$ cat src/design/bpa_pkg.sv
// Shared types, constants and helper functions of the bitmap page allocator.
`default_nettype none

package bpa_pkg;

  localparam int unsigned CFG_W         = 13;
  localparam int unsigned IDX_W         = 12;
  localparam int unsigned WORD_W        = 32;
  localparam int unsigned DEF_MAX_PAGES = 4096;

  localparam logic [CFG_W-1:0] CNT_MAX   = 13'h1FFF;
  localparam logic [CFG_W-1:0] TOTAL_RST = 13'd4096;
  localparam logic [CFG_W-1:0] RES_RST   = 13'd1;

  // Configuration register indexes.
  localparam logic CFG_TOTAL    = 1'b0;
  localparam logic CFG_RESERVED = 1'b1;

  typedef enum logic {
    KIND_ALLOC = 1'b0,
    KIND_FREE  = 1'b1
  } kind_e;

  typedef enum logic [1:0] {
    ST_OK    = 2'd0,
    ST_EMPTY = 2'd1,
    ST_RANGE = 2'd2,
    ST_FREE  = 2'd3
  } status_e;

  typedef struct packed {
    kind_e            kind;
    logic [IDX_W-1:0] page_index;
  } bpa_req_t;

  typedef struct packed {
    status_e          status;
    logic [IDX_W-1:0] page_index_out;
    logic [CFG_W-1:0] used_pages;
  } bpa_rsp_t;

  // Result of one request as the engine hands it to the output register.
  typedef struct packed {
    status_e          status;
    logic [IDX_W-1:0] page;
  } bpa_res_t;

  // Write enables of the two memories.
  typedef struct packed {
    logic map_we;
    logic sum_we;
  } bpa_wr_t;

  typedef struct packed {
    logic       found;
    logic [4:0] idx;
  } bpa_ffz_t;

  // Mask with all bits below position n set.
  function automatic logic [WORD_W-1:0] lo_mask(input logic [4:0] n);
    return (WORD_W'(1) << n) - WORD_W'(1);
  endfunction

  // Lowest clear bit of a word.
  function automatic bpa_ffz_t ffz(input logic [WORD_W-1:0] w);
    bpa_ffz_t r;
    r.found = ~&w;
    r.idx   = '0;
    for (int i = WORD_W - 1; i >= 0; i--) begin
      if (!w[i]) begin
        r.idx = 5'(i);
      end
    end
    return r;
  endfunction

endpackage

`default_nettype wire

$ cat src/design/bpa_bitmap.sv
// Bitmap and full-word summary memories with the clearing pass after reset.
`default_nettype none

module bpa_bitmap import bpa_pkg::*; #(
  parameter int unsigned MAX_PAGES = DEF_MAX_PAGES,
  localparam int unsigned NUM_WORDS = (MAX_PAGES + WORD_W - 1) / WORD_W,
  localparam int unsigned NUM_SUM   = (NUM_WORDS + WORD_W - 1) / WORD_W,
  localparam int unsigned WA_W      = (NUM_WORDS > 1) ? $clog2(NUM_WORDS) : 1,
  localparam int unsigned SA_W      = (NUM_SUM > 1) ? $clog2(NUM_SUM) : 1
) (
  input  wire logic              clk_i,
  input  wire logic              rst_ni,
  input  wire bpa_wr_t           wr_i,
  input  wire logic [WA_W-1:0]   map_waddr_i,
  input  wire logic [WORD_W-1:0] map_wdata_i,
  input  wire logic [SA_W-1:0]   sum_waddr_i,
  input  wire logic [WORD_W-1:0] sum_wdata_i,
  input  wire logic [WA_W-1:0]   map_raddr_i,
  input  wire logic [SA_W-1:0]   sum_raddr_i,
  output logic [WORD_W-1:0]      map_rdata_o,
  output logic [WORD_W-1:0]      sum_rdata_o,
  output logic                   busy_o
);

  logic [WORD_W-1:0] map_mem [NUM_WORDS];
  logic [WORD_W-1:0] sum_mem [NUM_SUM];

  logic [WA_W-1:0]   clr_q, clr_d;
  logic              busy_q, busy_d;

  logic              map_we, sum_we;
  logic [WA_W-1:0]   map_wa;
  logic [SA_W-1:0]   sum_wa;
  logic [WORD_W-1:0] map_wd, sum_wd;

  // The sweep walks every bitmap word once and clears the summary words on the way.
  always_comb begin
    clr_d  = clr_q;
    busy_d = busy_q;
    if (busy_q) begin
      clr_d = clr_q + WA_W'(1);
      if (clr_q == WA_W'(NUM_WORDS - 1)) begin
        busy_d = 1'b0;
      end
    end
  end

  always_comb begin
    if (busy_q) begin
      map_we = 1'b1;
      map_wa = clr_q;
      map_wd = '0;
      sum_we = ({1'b0, clr_q} < (WA_W + 1)'(NUM_SUM));
      sum_wa = SA_W'(clr_q);
      sum_wd = '0;
    end else begin
      map_we = wr_i.map_we;
      map_wa = map_waddr_i;
      map_wd = map_wdata_i;
      sum_we = wr_i.sum_we;
      sum_wa = sum_waddr_i;
      sum_wd = sum_wdata_i;
    end
  end

  always_ff @(posedge clk_i or negedge rst_ni) begin
    if (!rst_ni) begin
      clr_q  <= '0;
      busy_q <= 1'b1;
    end else begin
      clr_q  <= clr_d;
      busy_q <= busy_d;
    end
  end

  always_ff @(posedge clk_i) begin
    if (map_we) begin
      map_mem[map_wa] <= map_wd;
    end
    map_rdata_o <= map_mem[map_raddr_i];
  end

  always_ff @(posedge clk_i) begin
    if (sum_we) begin
      sum_mem[sum_wa] <= sum_wd;
    end
    sum_rdata_o <= sum_mem[sum_raddr_i];
  end

  assign busy_o = busy_q;

endmodule

`default_nettype wire

$ cat config.mk
export PLATFORM = sky130hd
export DESIGN_NAME = bpa_bitmap
export DESIGN_NICKNAME = d
export VERILOG_FILES = /design/src/design/bpa_pkg.sv /design/src/design/bpa_bitmap.sv
export SDC_FILE = /design/constraint.sdc
export NUM_CORES = 2
export LEC_CHECK = 0
export ABC_CLOCK_PERIOD_IN_PS = 4910
export BUFFER_PORTS_ARGS = -buffer_cell sky130_fd_sc_hd__buf_4
export CAP_MARGIN = 20
export CORE_MARGIN = 2
export CORE_UTILIZATION = 54
export CTS_BUF_LIST = sky130_fd_sc_hd__clkbuf_8
export CTS_CLUSTER_SIZE = 28
export DETAILED_ROUTE_END_ITERATION = 8
export HOLD_SLACK_MARGIN = 0.15
export PLACE_DENSITY = 0.76
export SLEW_MARGIN = 20
export SYNTH_ARGS = -nofsm -noshare
export SYNTH_HDL_FRONTEND = slang
export SYNTH_MEMORY_MAX_BITS = 65536
export SYNTH_SLANG_ARGS = --single-unit
$ cat constraint.sdc
create_clock -name clk_i -period 4.91 [get_ports clk_i]
set_clock_uncertainty 0.05 [all_clocks]
set_input_delay 0.982 -clock clk_i [delete_from_list [all_inputs] [get_ports clk_i]]
set_output_delay 0.982 -clock clk_i [all_outputs]
set_load 0.05 [all_outputs]
==> out/metrics.yaml <==
p_leak_nw: 58.7
ctsRootBufferMaster: "clkbuf_8"
via_per_inst: 6.66
path_clk_slew_ns: 0.06
dp_worst_setup_slack_ns: 0.471
synth-warning-count: 0
drt_pass1_iterations: 8
grt_setup_unrepaired: "no"
core_sq_um: 300000
die_x_um: 553
io_buffers: 150
area_growth_pct: 14.3
synthFlopType: "edfxtp_1"
h-tree-depth: 6
die_area_sq_um: 305000
yosys_register_bits: 4296
yosys.area.top_type: "edfxtp_1"
start_util_pct: 54.3
synth_top_area_share_pct: 78.1
grt_pass1_vias: 78400
yosysMostFrequentCell: "edfxtp_1"
startpoint_type: "flop"
critPathRequiredTime_ns: 3.88
grtUsageTotal_pct: 28.4
cts_max_path_buffers: 4
post-cts-setup-buffers: 0
drt_iter0_markers: 14000
netSwitchingFraction_pct: 23.5
setup_ws_ns: 0.527
ir_worst_vdd_v: 0.000261
async_reset_ff_share_pct: 0.186
die_height_um: 553
synthTopCellsByCount: "edfxtp_1, mux4_2, clkbuf_1"
wl_per_cell_um: 37.0
grt_max_degree: 129
cp.arrival_ns: 3.35
pwr-share-clk_pct: 37.9
synth_area_leaders: "edfxtp_1, mux4_2, dfxtp_1, clkbuf_1, nor2_1"
post-route-period-util_pct: 89.3
cap_violations: 0
yosysUniqueCellTypes: 36
drive_gt1_share_pct: 37.9
final_max_slew_viol_count: 0
fin_nets: 7344
grt_overflow_total: 0
syn_nets: 6424
vias: 78300
tritoncts: "yes"
cts_sinks: 4296
slew_headroom_pct: 18.4
netlist_instances: 6337
p_comb_share_pct: 6.2
drc: 0
status: "complete, no violations"
fp-row-count: 201
crit_path_end_kind: "primary output"
p_int_mw: 55.7
cts_buffers: 652
p_per_area_nw_per_um2: 392
syn-cell-area_sq_um: 163000
hpwl_um: 248000
routabilityCongestion: 0.858
p_total_mw: 72.8
power_frac_seq_pct: 55.9
power_switching_mw: 17.1
ant_nets: 0
fmax_ghz: 0.228
clock_latency_ns: 1.25
layout_min_cycle_time_ns: 4.38
grt_pass1_wl_um: 603000
worstMarginPinSlew_ns: 1.22
syn_avg_cell_area_sq_um: 25.6
hold_class: "input port to flop"
pin_count: 151
worst-setup-path-type: "flop to primary output"
whs_ns: 0.205
crit_path_max_fanout: 56
setup_viol_count_final: 0
antenna_found_initial: 51
hold_viol_final: 0
routed_wl_um: 435000
yosysSeqAreaShare_pct: 79.0
synth-edff-count: 4224
[layer usage]
| metal | GRT usage, % | vias to the layer above | wire, um |
|---|---|---|---|
| met1 | 37.7 | 41300 | 144000 |
| met2 | 44.6 | 6378 | 208000 |
| met3 | 7.84 | 912 | 61500 |
| met4 | 12.6 | 32 | 22000 |
| li1 | - | 29700 | - |
| met5 | 0 | - | 219 |
[flip-flops by register name, summed over array words and instances (netlist names)]
name and count:
map_mem 4096, sum_mem 128, busy_o 1, map_rdata_o 32, sum_rdata_o 32, clr_q 7
[worst paths after layout]
path	cells past startpoint	slack [ns]	from	endpoint
min in group asynchronous	2	0.25	rst_ni	busy_o
setup reg to reg	6	0.67	busy_o	map_mem[52][8]
hold reg to reg	1	0.49	sum_mem[3][18]	sum_rdata_o[18]
hold / removal	2	0.20	map_wdata_i[29]	map_mem[32][29]
max in group asynchronous	3	3.78	rst_ni	clr_q[2]
setup / recovery	2	0.53	busy_o	busy_o
[cell usage in the layout (no fill, tap or decap), types with 3 or more instances in the layout]
master         instances
a32o_1                 3
buf_12               121
buf_16                 6
buf_4                431
buf_8                  3
bufinv_16             12
clkbuf_8             670
clkinv_1             151
clkinv_2              67
clkinv_8               7
clkinvlp_4             7
dfrtp_1                7
dfxtp_1               64
diode_2               26
dlygate4sd3_1         40
edfxtp_1            4224
inv_1                229
inv_12                16
inv_16                 7
inv_6                  9
inv_8                  9
mux2_2                33
mux4_2              1376
nand2_1               28
nand3_1                7
nand3_2                6
nand3b_1               3
nor2_1                11
nor2_2                 3
nor2_4               126
nor2b_1               33
nor2b_4               32
nor3_1                 3
o21ai_0                6
xnor2_1                5
[final cells by class]
class | instances | area [sq um]
Fill cell | 18600 | 114000
Clock inverter | 509 | 2880
Clock buffer | 670 | 9220
Timing Repair Buffer | 602 | 6280
Antenna cell | 26 | 65.1
Multi-Input combinational cell | 1699 | 34000
Tap cell | 3958 | 4950
Inverter | 6 | 22.5
Sequential cell | 4296 | 128000
[cell families after synthesis]
| kind of cell | after synthesis | synth area share (%) |
|---|---|---|
| AOI/OAI and AO/OA | 19 | 0.0793 |
| adders and majority gates | 1 | 0.00770 |
| and+or+nand+nor | 263 | 0.743 |
| buffers and inverters | 342 | 0.865 |
| xor gates and xnor gates | 6 | 0.0323 |
| muxes | 1410 | 19.3 |
| DFF | 4296 | 79.0 |
[power by group through the flow]
stage	registers (mW)	logic, mW	clock network (mW)
2_1_floorplan	41.6	2.19	0
3_3_place_gp	41.4	4.28	0
3_5_place_dp	41.5	4.39	0
4_1_cts	40.7	4.43	27.9
5_1_grt	40.7	4.59	29.3
6_report	40.7	4.49	27.6
[critical path: stages, from the launching register on]
cell     delay, ns
dfstp_4       1.10
buf_4         0.64
buf_4         0.31
[timing repair]
| action | in CTS | in global routing |
|---|---|---|
| gates resized for setup | 0 | 0 |
| hold buffers | 38 | 2 |
| setup endpoints to repair | 0 | 0 |
| hold endpoints to repair | 170 | 9 |
[stage by stage]
step                      utilization (%)  setup TNS, ns  cells  instance area, sq um
final                                62.0              0  11800                186000
after global routing                 62.0              0  11700                186000
after CTS                            61.9              0  11700                186000
after detailed placement             57.8              0  10500                173000
after global placement               57.7              0  10500                173000
after floorplan                         -       -1369.08   6337                163000
Power figures use the tool's default switching activity.
