===== src/design/bpa_pkg.sv =====
// Shared types, constants and helper functions of the bitmap page allocator.
`default_nettype none

package bpa_pkg;

  localparam int unsigned CFG_W         = 13;
  localparam int unsigned IDX_W         = 12;
  localparam int unsigned WORD_W        = 32;
  localparam int unsigned DEF_MAX_PAGES = 4096;

  localparam logic [CFG_W-1:0] CNT_MAX   = 13'h1FFF;
  localparam logic [CFG_W-1:0] TOTAL_RST = 13'd4096;
  localparam logic [CFG_W-1:0] RES_RST   = 13'd1;

  // Configuration register indexes.
  localparam logic CFG_TOTAL    = 1'b0;
  localparam logic CFG_RESERVED = 1'b1;

  typedef enum logic {
    KIND_ALLOC = 1'b0,
    KIND_FREE  = 1'b1
  } kind_e;

  typedef enum logic [1:0] {
    ST_OK    = 2'd0,
    ST_EMPTY = 2'd1,
    ST_RANGE = 2'd2,
    ST_FREE  = 2'd3
  } status_e;

  typedef struct packed {
    kind_e            kind;
    logic [IDX_W-1:0] page_index;
  } bpa_req_t;

  typedef struct packed {
    status_e          status;
    logic [IDX_W-1:0] page_index_out;
    logic [CFG_W-1:0] used_pages;
  } bpa_rsp_t;

  // Result of one request as the engine hands it to the output register.
  typedef struct packed {
    status_e          status;
    logic [IDX_W-1:0] page;
  } bpa_res_t;

  // Write enables of the two memories.
  typedef struct packed {
    logic map_we;
    logic sum_we;
  } bpa_wr_t;

  typedef struct packed {
    logic       found;
    logic [4:0] idx;
  } bpa_ffz_t;

  // Mask with all bits below position n set.
  function automatic logic [WORD_W-1:0] lo_mask(input logic [4:0] n);
    return (WORD_W'(1) << n) - WORD_W'(1);
  endfunction

  // Lowest clear bit of a word.
  function automatic bpa_ffz_t ffz(input logic [WORD_W-1:0] w);
    bpa_ffz_t r;
    r.found = ~&w;
    r.idx   = '0;
    for (int i = WORD_W - 1; i >= 0; i--) begin
      if (!w[i]) begin
        r.idx = 5'(i);
      end
    end
    return r;
  endfunction

endpackage

`default_nettype wire


===== src/design/bpa_engine.sv =====
// Request sequencer: summary scan, bitmap read-modify-write and the used-page count.
`default_nettype none

module bpa_engine import bpa_pkg::*; #(
  parameter int unsigned MAX_PAGES = DEF_MAX_PAGES,
  localparam int unsigned NUM_WORDS = (MAX_PAGES + WORD_W - 1) / WORD_W,
  localparam int unsigned NUM_SUM   = (NUM_WORDS + WORD_W - 1) / WORD_W,
  localparam int unsigned WA_W      = (NUM_WORDS > 1) ? $clog2(NUM_WORDS) : 1,
  localparam int unsigned SA_W      = (NUM_SUM > 1) ? $clog2(NUM_SUM) : 1,
  localparam int unsigned SP_W      = (((SA_W + 10) > CFG_W) ? (SA_W + 10) : CFG_W) + 1
) (
  input  wire logic              clk_i,
  input  wire logic              rst_ni,
  input  wire logic              in_valid_i,
  output logic                   in_ready_o,
  input  wire bpa_req_t          req_i,
  input  wire logic [CFG_W-1:0]  eff_total_i,
  input  wire logic [CFG_W-1:0]  eff_res_i,
  input  wire logic              clr_busy_i,
  output logic [WA_W-1:0]        map_raddr_o,
  output logic [SA_W-1:0]        sum_raddr_o,
  input  wire logic [WORD_W-1:0] map_rdata_i,
  input  wire logic [WORD_W-1:0] sum_rdata_i,
  output bpa_wr_t                wr_o,
  output logic [WA_W-1:0]        map_waddr_o,
  output logic [WORD_W-1:0]      map_wdata_o,
  output logic [SA_W-1:0]        sum_waddr_o,
  output logic [WORD_W-1:0]      sum_wdata_o,
  output logic                   res_valid_o,
  input  wire logic              res_ready_i,
  output bpa_res_t               res_o,
  output logic [CFG_W-1:0]       count_o
);

  localparam logic [2:0] S_IDLE    = 3'd0;
  localparam logic [2:0] S_SUM     = 3'd1;
  localparam logic [2:0] S_SUMCHK  = 3'd2;
  localparam logic [2:0] S_MAPCHK  = 3'd3;
  localparam logic [2:0] S_FREE    = 3'd4;
  localparam logic [2:0] S_FREECHK = 3'd5;
  localparam logic [2:0] S_OUT     = 3'd6;

  logic [2:0]        state_q, state_d;
  logic [SP_W-1:0]   scan_q, scan_d;
  logic [WORD_W-1:0] hold_q, hold_d;
  bpa_res_t          res_q, res_d;
  logic [CFG_W-1:0]  cnt_q, cnt_d;

  logic [SP_W-1:0]   top_w, bot_w, cand_pg, next_blk, base, diff, next_word, got_pg;
  logic [WORD_W-1:0] sum_m, map_m, hi_m, set_bit, map_new, fbit, sbit;
  bpa_ffz_t          sum_f, map_f;

  assign top_w = SP_W'(eff_total_i);
  assign bot_w = SP_W'(eff_res_i);

  // Summary word: a set bit marks a bitmap word with every page in use.
  assign sum_m    = sum_rdata_i | lo_mask(scan_q[9:5]);
  assign sum_f    = ffz(sum_m);
  assign cand_pg  = (sum_f.idx == scan_q[9:5]) ? scan_q
                                               : {scan_q[SP_W-1:10], sum_f.idx, 5'd0};
  assign next_blk = (scan_q | SP_W'(10'h3FF)) + SP_W'(1);

  // Bitmap word: pages below the scan point or at or above the top count as taken.
  assign base      = {scan_q[SP_W-1:5], 5'd0};
  assign diff      = top_w - base;
  assign hi_m      = (diff >= SP_W'(WORD_W)) ? '0 : ~lo_mask(diff[4:0]);
  assign map_m     = map_rdata_i | lo_mask(scan_q[4:0]) | hi_m;
  assign map_f     = ffz(map_m);
  assign set_bit   = WORD_W'(1) << map_f.idx;
  assign map_new   = map_rdata_i | set_bit;
  assign next_word = base + SP_W'(WORD_W);
  assign got_pg    = base | SP_W'(map_f.idx);

  assign fbit = WORD_W'(1) << scan_q[4:0];
  assign sbit = WORD_W'(1) << scan_q[9:5];

  assign map_raddr_o = (state_q == S_SUMCHK) ? WA_W'(cand_pg[SP_W-1:5])
                                             : WA_W'(scan_q[SP_W-1:5]);
  assign sum_raddr_o = SA_W'(scan_q[SP_W-1:10]);
  assign map_waddr_o = WA_W'(scan_q[SP_W-1:5]);
  assign sum_waddr_o = SA_W'(scan_q[SP_W-1:10]);

  always_comb begin
    state_d     = state_q;
    scan_d      = scan_q;
    hold_d      = hold_q;
    res_d       = res_q;
    cnt_d       = cnt_q;
    wr_o        = '0;
    map_wdata_o = map_new;
    sum_wdata_o = hold_q | sbit;
    unique case (state_q)
      S_IDLE: begin
        if (in_valid_i && in_ready_o) begin
          if (req_i.kind == KIND_ALLOC) begin
            scan_d  = bot_w;
            state_d = S_SUM;
          end else begin
            scan_d  = SP_W'(req_i.page_index);
            state_d = S_FREE;
          end
        end
      end
      S_SUM: begin
        if (scan_q >= top_w) begin
          res_d.status = ST_EMPTY;
          res_d.page   = '0;
          state_d      = S_OUT;
        end else begin
          state_d = S_SUMCHK;
        end
      end
      S_SUMCHK: begin
        if (!sum_f.found) begin
          if (next_blk >= top_w) begin
            res_d.status = ST_EMPTY;
            res_d.page   = '0;
            state_d      = S_OUT;
          end else begin
            scan_d  = next_blk;
            state_d = S_SUM;
          end
        end else if (cand_pg >= top_w) begin
          res_d.status = ST_EMPTY;
          res_d.page   = '0;
          state_d      = S_OUT;
        end else begin
          scan_d  = cand_pg;
          hold_d  = sum_rdata_i;
          state_d = S_MAPCHK;
        end
      end
      S_MAPCHK: begin
        if (map_f.found) begin
          wr_o.map_we  = 1'b1;
          wr_o.sum_we  = &map_new;
          if (cnt_q != CNT_MAX) begin
            cnt_d = cnt_q + CFG_W'(1);
          end
          res_d.status = ST_OK;
          res_d.page   = IDX_W'(got_pg);
          state_d      = S_OUT;
        end else if (next_word >= top_w) begin
          res_d.status = ST_EMPTY;
          res_d.page   = '0;
          state_d      = S_OUT;
        end else begin
          scan_d  = next_word;
          state_d = S_SUM;
        end
      end
      S_FREE: begin
        if (scan_q >= top_w || scan_q < bot_w) begin
          res_d.status = ST_RANGE;
          res_d.page   = '0;
          state_d      = S_OUT;
        end else begin
          state_d = S_FREECHK;
        end
      end
      S_FREECHK: begin
        res_d.page = '0;
        if (!map_rdata_i[scan_q[4:0]]) begin
          res_d.status = ST_FREE;
        end else begin
          // Clearing a page always leaves its word not full.
          wr_o.map_we  = 1'b1;
          wr_o.sum_we  = 1'b1;
          map_wdata_o  = map_rdata_i & ~fbit;
          sum_wdata_o  = sum_rdata_i & ~sbit;
          if (cnt_q != '0) begin
            cnt_d = cnt_q - CFG_W'(1);
          end
          res_d.status = ST_OK;
        end
        state_d = S_OUT;
      end
      S_OUT: begin
        if (res_ready_i) begin
          state_d = S_IDLE;
        end
      end
      default: begin
        state_d = S_IDLE;
      end
    endcase
  end

  always_ff @(posedge clk_i or negedge rst_ni) begin
    if (!rst_ni) begin
      state_q <= S_IDLE;
      cnt_q   <= '0;
    end else begin
      state_q <= state_d;
      cnt_q   <= cnt_d;
    end
  end

  always_ff @(posedge clk_i) begin
    scan_q <= scan_d;
    hold_q <= hold_d;
    res_q  <= res_d;
  end

  assign in_ready_o  = (state_q == S_IDLE) && !clr_busy_i;
  assign res_valid_o = (state_q == S_OUT);
  assign res_o       = res_q;
  assign count_o     = cnt_q;

endmodule

`default_nettype wire


===== config.mk =====
export PLATFORM = sky130hd
export DESIGN_NAME = bpa_engine
export DESIGN_NICKNAME = d
export VERILOG_FILES = /design/src/design/bpa_pkg.sv /design/src/design/bpa_engine.sv
export SDC_FILE = /design/constraint.sdc
export NUM_CORES = 1
export LEC_CHECK = 0
export BUFFER_PORTS_ARGS = -buffer_cell sky130_fd_sc_hd__buf_2
export CORE_AREA = 2 2 124 156
export DETAILED_ROUTE_END_ITERATION = 10
export DIE_AREA = 0 0 126 158
export PLACE_DENSITY = 0.95
export SETUP_SLACK_MARGIN = 0.4
export SYNTH_ARGS = -nofsm -noshare
export SYNTH_HDL_FRONTEND = slang
export SYNTH_SLANG_ARGS = --single-unit
export TNS_END_PERCENT = 100

===== constraint.sdc =====
create_clock -name clk_i -period 15.1 [get_ports clk_i]
set_clock_uncertainty 0.2 [all_clocks]
set_input_delay 3.02 -clock clk_i [delete_from_list [all_inputs] [get_ports clk_i]]
set_output_delay 3.02 -clock clk_i [all_outputs]
set_load 0.02 [all_outputs]

==> metrics.yaml <==
vias: 13800
finalSetupViolations: 0
startpoint_type: "input pin"
ys_seq_area_share_pct: 19.7
path_clk_slew_ns: 0.07
wirelength_um: 48700
tightest_slew_ns: 1.07
top_layer: "met4"
ys_types: 94
hpwl_um: 37000
ys_warn_count: 0
nNetsFinal: 1855
cts_hold_buf: 0
grt_usage_pct: 46.4
ctsHtreeMaxLevel: 3
syn-cell-area_um2: 11200
slew_violations: 0
antenna_found_initial: 0
ys_ff_latch: 76
root_buffer: "clkbuf_16"
cts_made_buffers: 9
synth_edf_count: 60
core_area_um2: 18500
crit_fanout: 18
max_freq_mhz: 84.6
final_common_cell: "buf_2"
cts_setup_buffers: 0
clock_path_buffers: 2
cts-resized-gates: 0
rows: 56
cp.arrival_ns: 8.60
drc_errors: 0
grt_pass1_vias: 13200
wl_per_cell_um: 25.5
outcome: "finished clean"
vias_per_cell: 7.25
hold_class: "flip-flop to flip-flop"
crit_required_ns: 11.88
mostFrequentLayoutCells: "buf_2, a21oi_1, nor2_1, nand2_1, o21ai_0"
grt_pass1_wl_um: 71800
avgSynthCellArea_um2: 7.35
syn2layout_area_growth_pct: 12.8
ant_nets: 0
die_w_um: 126
dieArea_um2: 19900
start_util_pct: 60.5
hold_viol_final: 0
min_period_ns: 11.82
max-cap-violations: 0
clk_latency_ns: 0.35
ir_drop_uv: 184
dr.pass1.iters: 7
cts.sinks: 76
syn-num-nets: 1707
rsz0062_at_grt: "false"
final_util_pct: 68.2
grt_max_degree: 65
syn_inst: 1522
finalSetupTns_ns: 0
routabilityCongestion: 1.07
cp-end-kind: "output pin"
die_h_um: 158
cts_tree: "built"
powerDensity_nw_per_um2: 259
maxSlewHeadroom_pct: 28.4
wl_met2_um: 22700
fin_crit_sh_pct: 78.3
synth_flop_cell: "edfxtp_1"
io_pins: 221
first_iter_violations: 1693
critical_path_class: "input pin to output pin"
ys_async_sr_fraction_pct: 21.1
overflow: 0
port-buffer-count: 220
p_leak_nw: 5.43
drive_gt1_share_pct: 19.6
wl_met3_um: 5120
wl_met1_um: 15700
[area by class of cell]
| class | count | area, µm² |
|---|---|---|
| Antenna cell | 2 | 5.00 |
| Clock inverter | 6 | 70.1 |
| Inverter | 67 | 251 |
| Multi-Input combinational cell | 1277 | 8300 |
| Clock buffer | 10 | 250 |
| Tap cell | 232 | 290 |
| Fill cell | 1571 | 5880 |
| Sequential cell | 76 | 2200 |
| Timing Repair Buffer | 239 | 1240 |
[report_power, final]
group	internal [W]	switching (W)	total [W]
Sequential	0.000330	0.0000990	0.000429
Clock	0.000140	0.000100	0.000240
Combinational	0.000859	0.00174	0.00260
Total	0.00133	0.00194	0.00327
[synth_stat cells, types with 7 or more instances]
library cell,instances,share of area (%)
a31oi_1,20,1.1
a2111oi_0,7,0.55
or4_1,12,0.81
nand3_1,50,2.2
nor2b_1,32,1.8
nand2b_1,28,1.6
a21o_1,40,2.7
nor4_1,26,1.5
o21ai_0,109,4.9
buf_4,14,0.94
nand4_1,17,0.95
or3_1,22,1.2
mux2_2,13,1.3
o211ai_1,12,0.81
xor2_1,13,1.0
nor3_1,56,2.5
mux4_2,10,2.0
o21bai_1,7,0.47
nand2_1,137,4.6
o22ai_1,14,0.78
edfxtp_1,60,16
or2_2,21,1.2
xnor2_1,26,2.0
inv_1,64,2.1
mux2i_1,16,1.4
dfrtp_1,16,3.6
a211oi_1,19,1.3
nor2_1,142,4.8
and2_1,22,1.2
buf_1,10,0.34
buf_2,8,0.36
o21a_1,14,0.94
clkbuf_1,69,2.3
a21boi_0,15,1.0
a21oi_1,149,6.7
ha_1,75,8.4
o31ai_1,9,0.60
and3_1,15,0.84
[critical path: stages]
cell and delay (ns):
buf_2 0.08, inv_1 0.10, ha_1 0.25, fa_1 0.40, nand2b_1 0.18, a211oi_1 0.34
o31ai_1 0.23, a211o_1 0.38, nor3_4 0.67, mux2_2 0.42, a311oi_1 0.58, o211ai_2 0.27
a31oi_1 0.35, o21a_2 0.28, a41oi_1 0.12, or3_1 0.39, nor3_1 0.19, a31o_1 0.18
buf_2 0.16
[sequential cells by signal (all words and copies together), names as in the netlist]
name	cells
hold_q	32
res_o	14
scan_q	14
count_o	13
state_q	3
[metal layers]
layer  global-route usage [%]  up-vias
met5                        0        -
met4                     39.2        0
met3                     8.85      395
met2                     79.5     1199
met1                     49.4     6244
li1                         -     5994
[kinds of logic after synthesis]
family	after synthesis	synth area share, %
adder cells (fa/ha/maj)	77	8.75
XOR/XNOR	39	3.05
multiplexers	39	4.76
AO/OA/AOI/OAI	509	29.7
AND/OR/NAND/NOR	613	27.8
buffers and inverters	169	6.30
flip-flops	76	19.7
[through the flow]
step	hold slack (ns)	cells	setup WS [ns]	instance area, µm²	total power [W]
3_5_place_dp	0.317	1891	3.42	12300	0.00287
4_1_cts	0.326	1907	3.40	12600	0.00313
6_report	0.334	1909	3.28	12600	0.00327
5_1_grt	0.357	1907	3.04	12600	0.00341
2_1_floorplan	0.417	1522	4.50	11200	0.00217
3_3_place_gp	0.318	1891	3.52	12300	0.00282
[worst paths after layout]
path | depth (start not counted) | end | startpoint | slack (ns)
setup / recovery | 19 | wr_o[0] | eff_total_i[5] | 3.28
hold / removal | 1 | count_o[12]$_DFFE_PN0P_ | count_o[12]$_DFFE_PN0P_ | 0.33
setup reg to reg | 34 | res_o[13]$_DFFE_PP_ | scan_q[6]$_DFFE_PP_ | 4.70
hold reg to reg | 1 | count_o[12]$_DFFE_PN0P_ | count_o[12]$_DFFE_PN0P_ | 0.33
max in group asynchronous | 1 | count_o[7]$_DFFE_PN0P_ | rst_ni | 12.01
min in group asynchronous | 1 | count_o[12]$_DFFE_PN0P_ | rst_ni | 2.40
No activity file was read; power rests on OpenSTA's default activity.
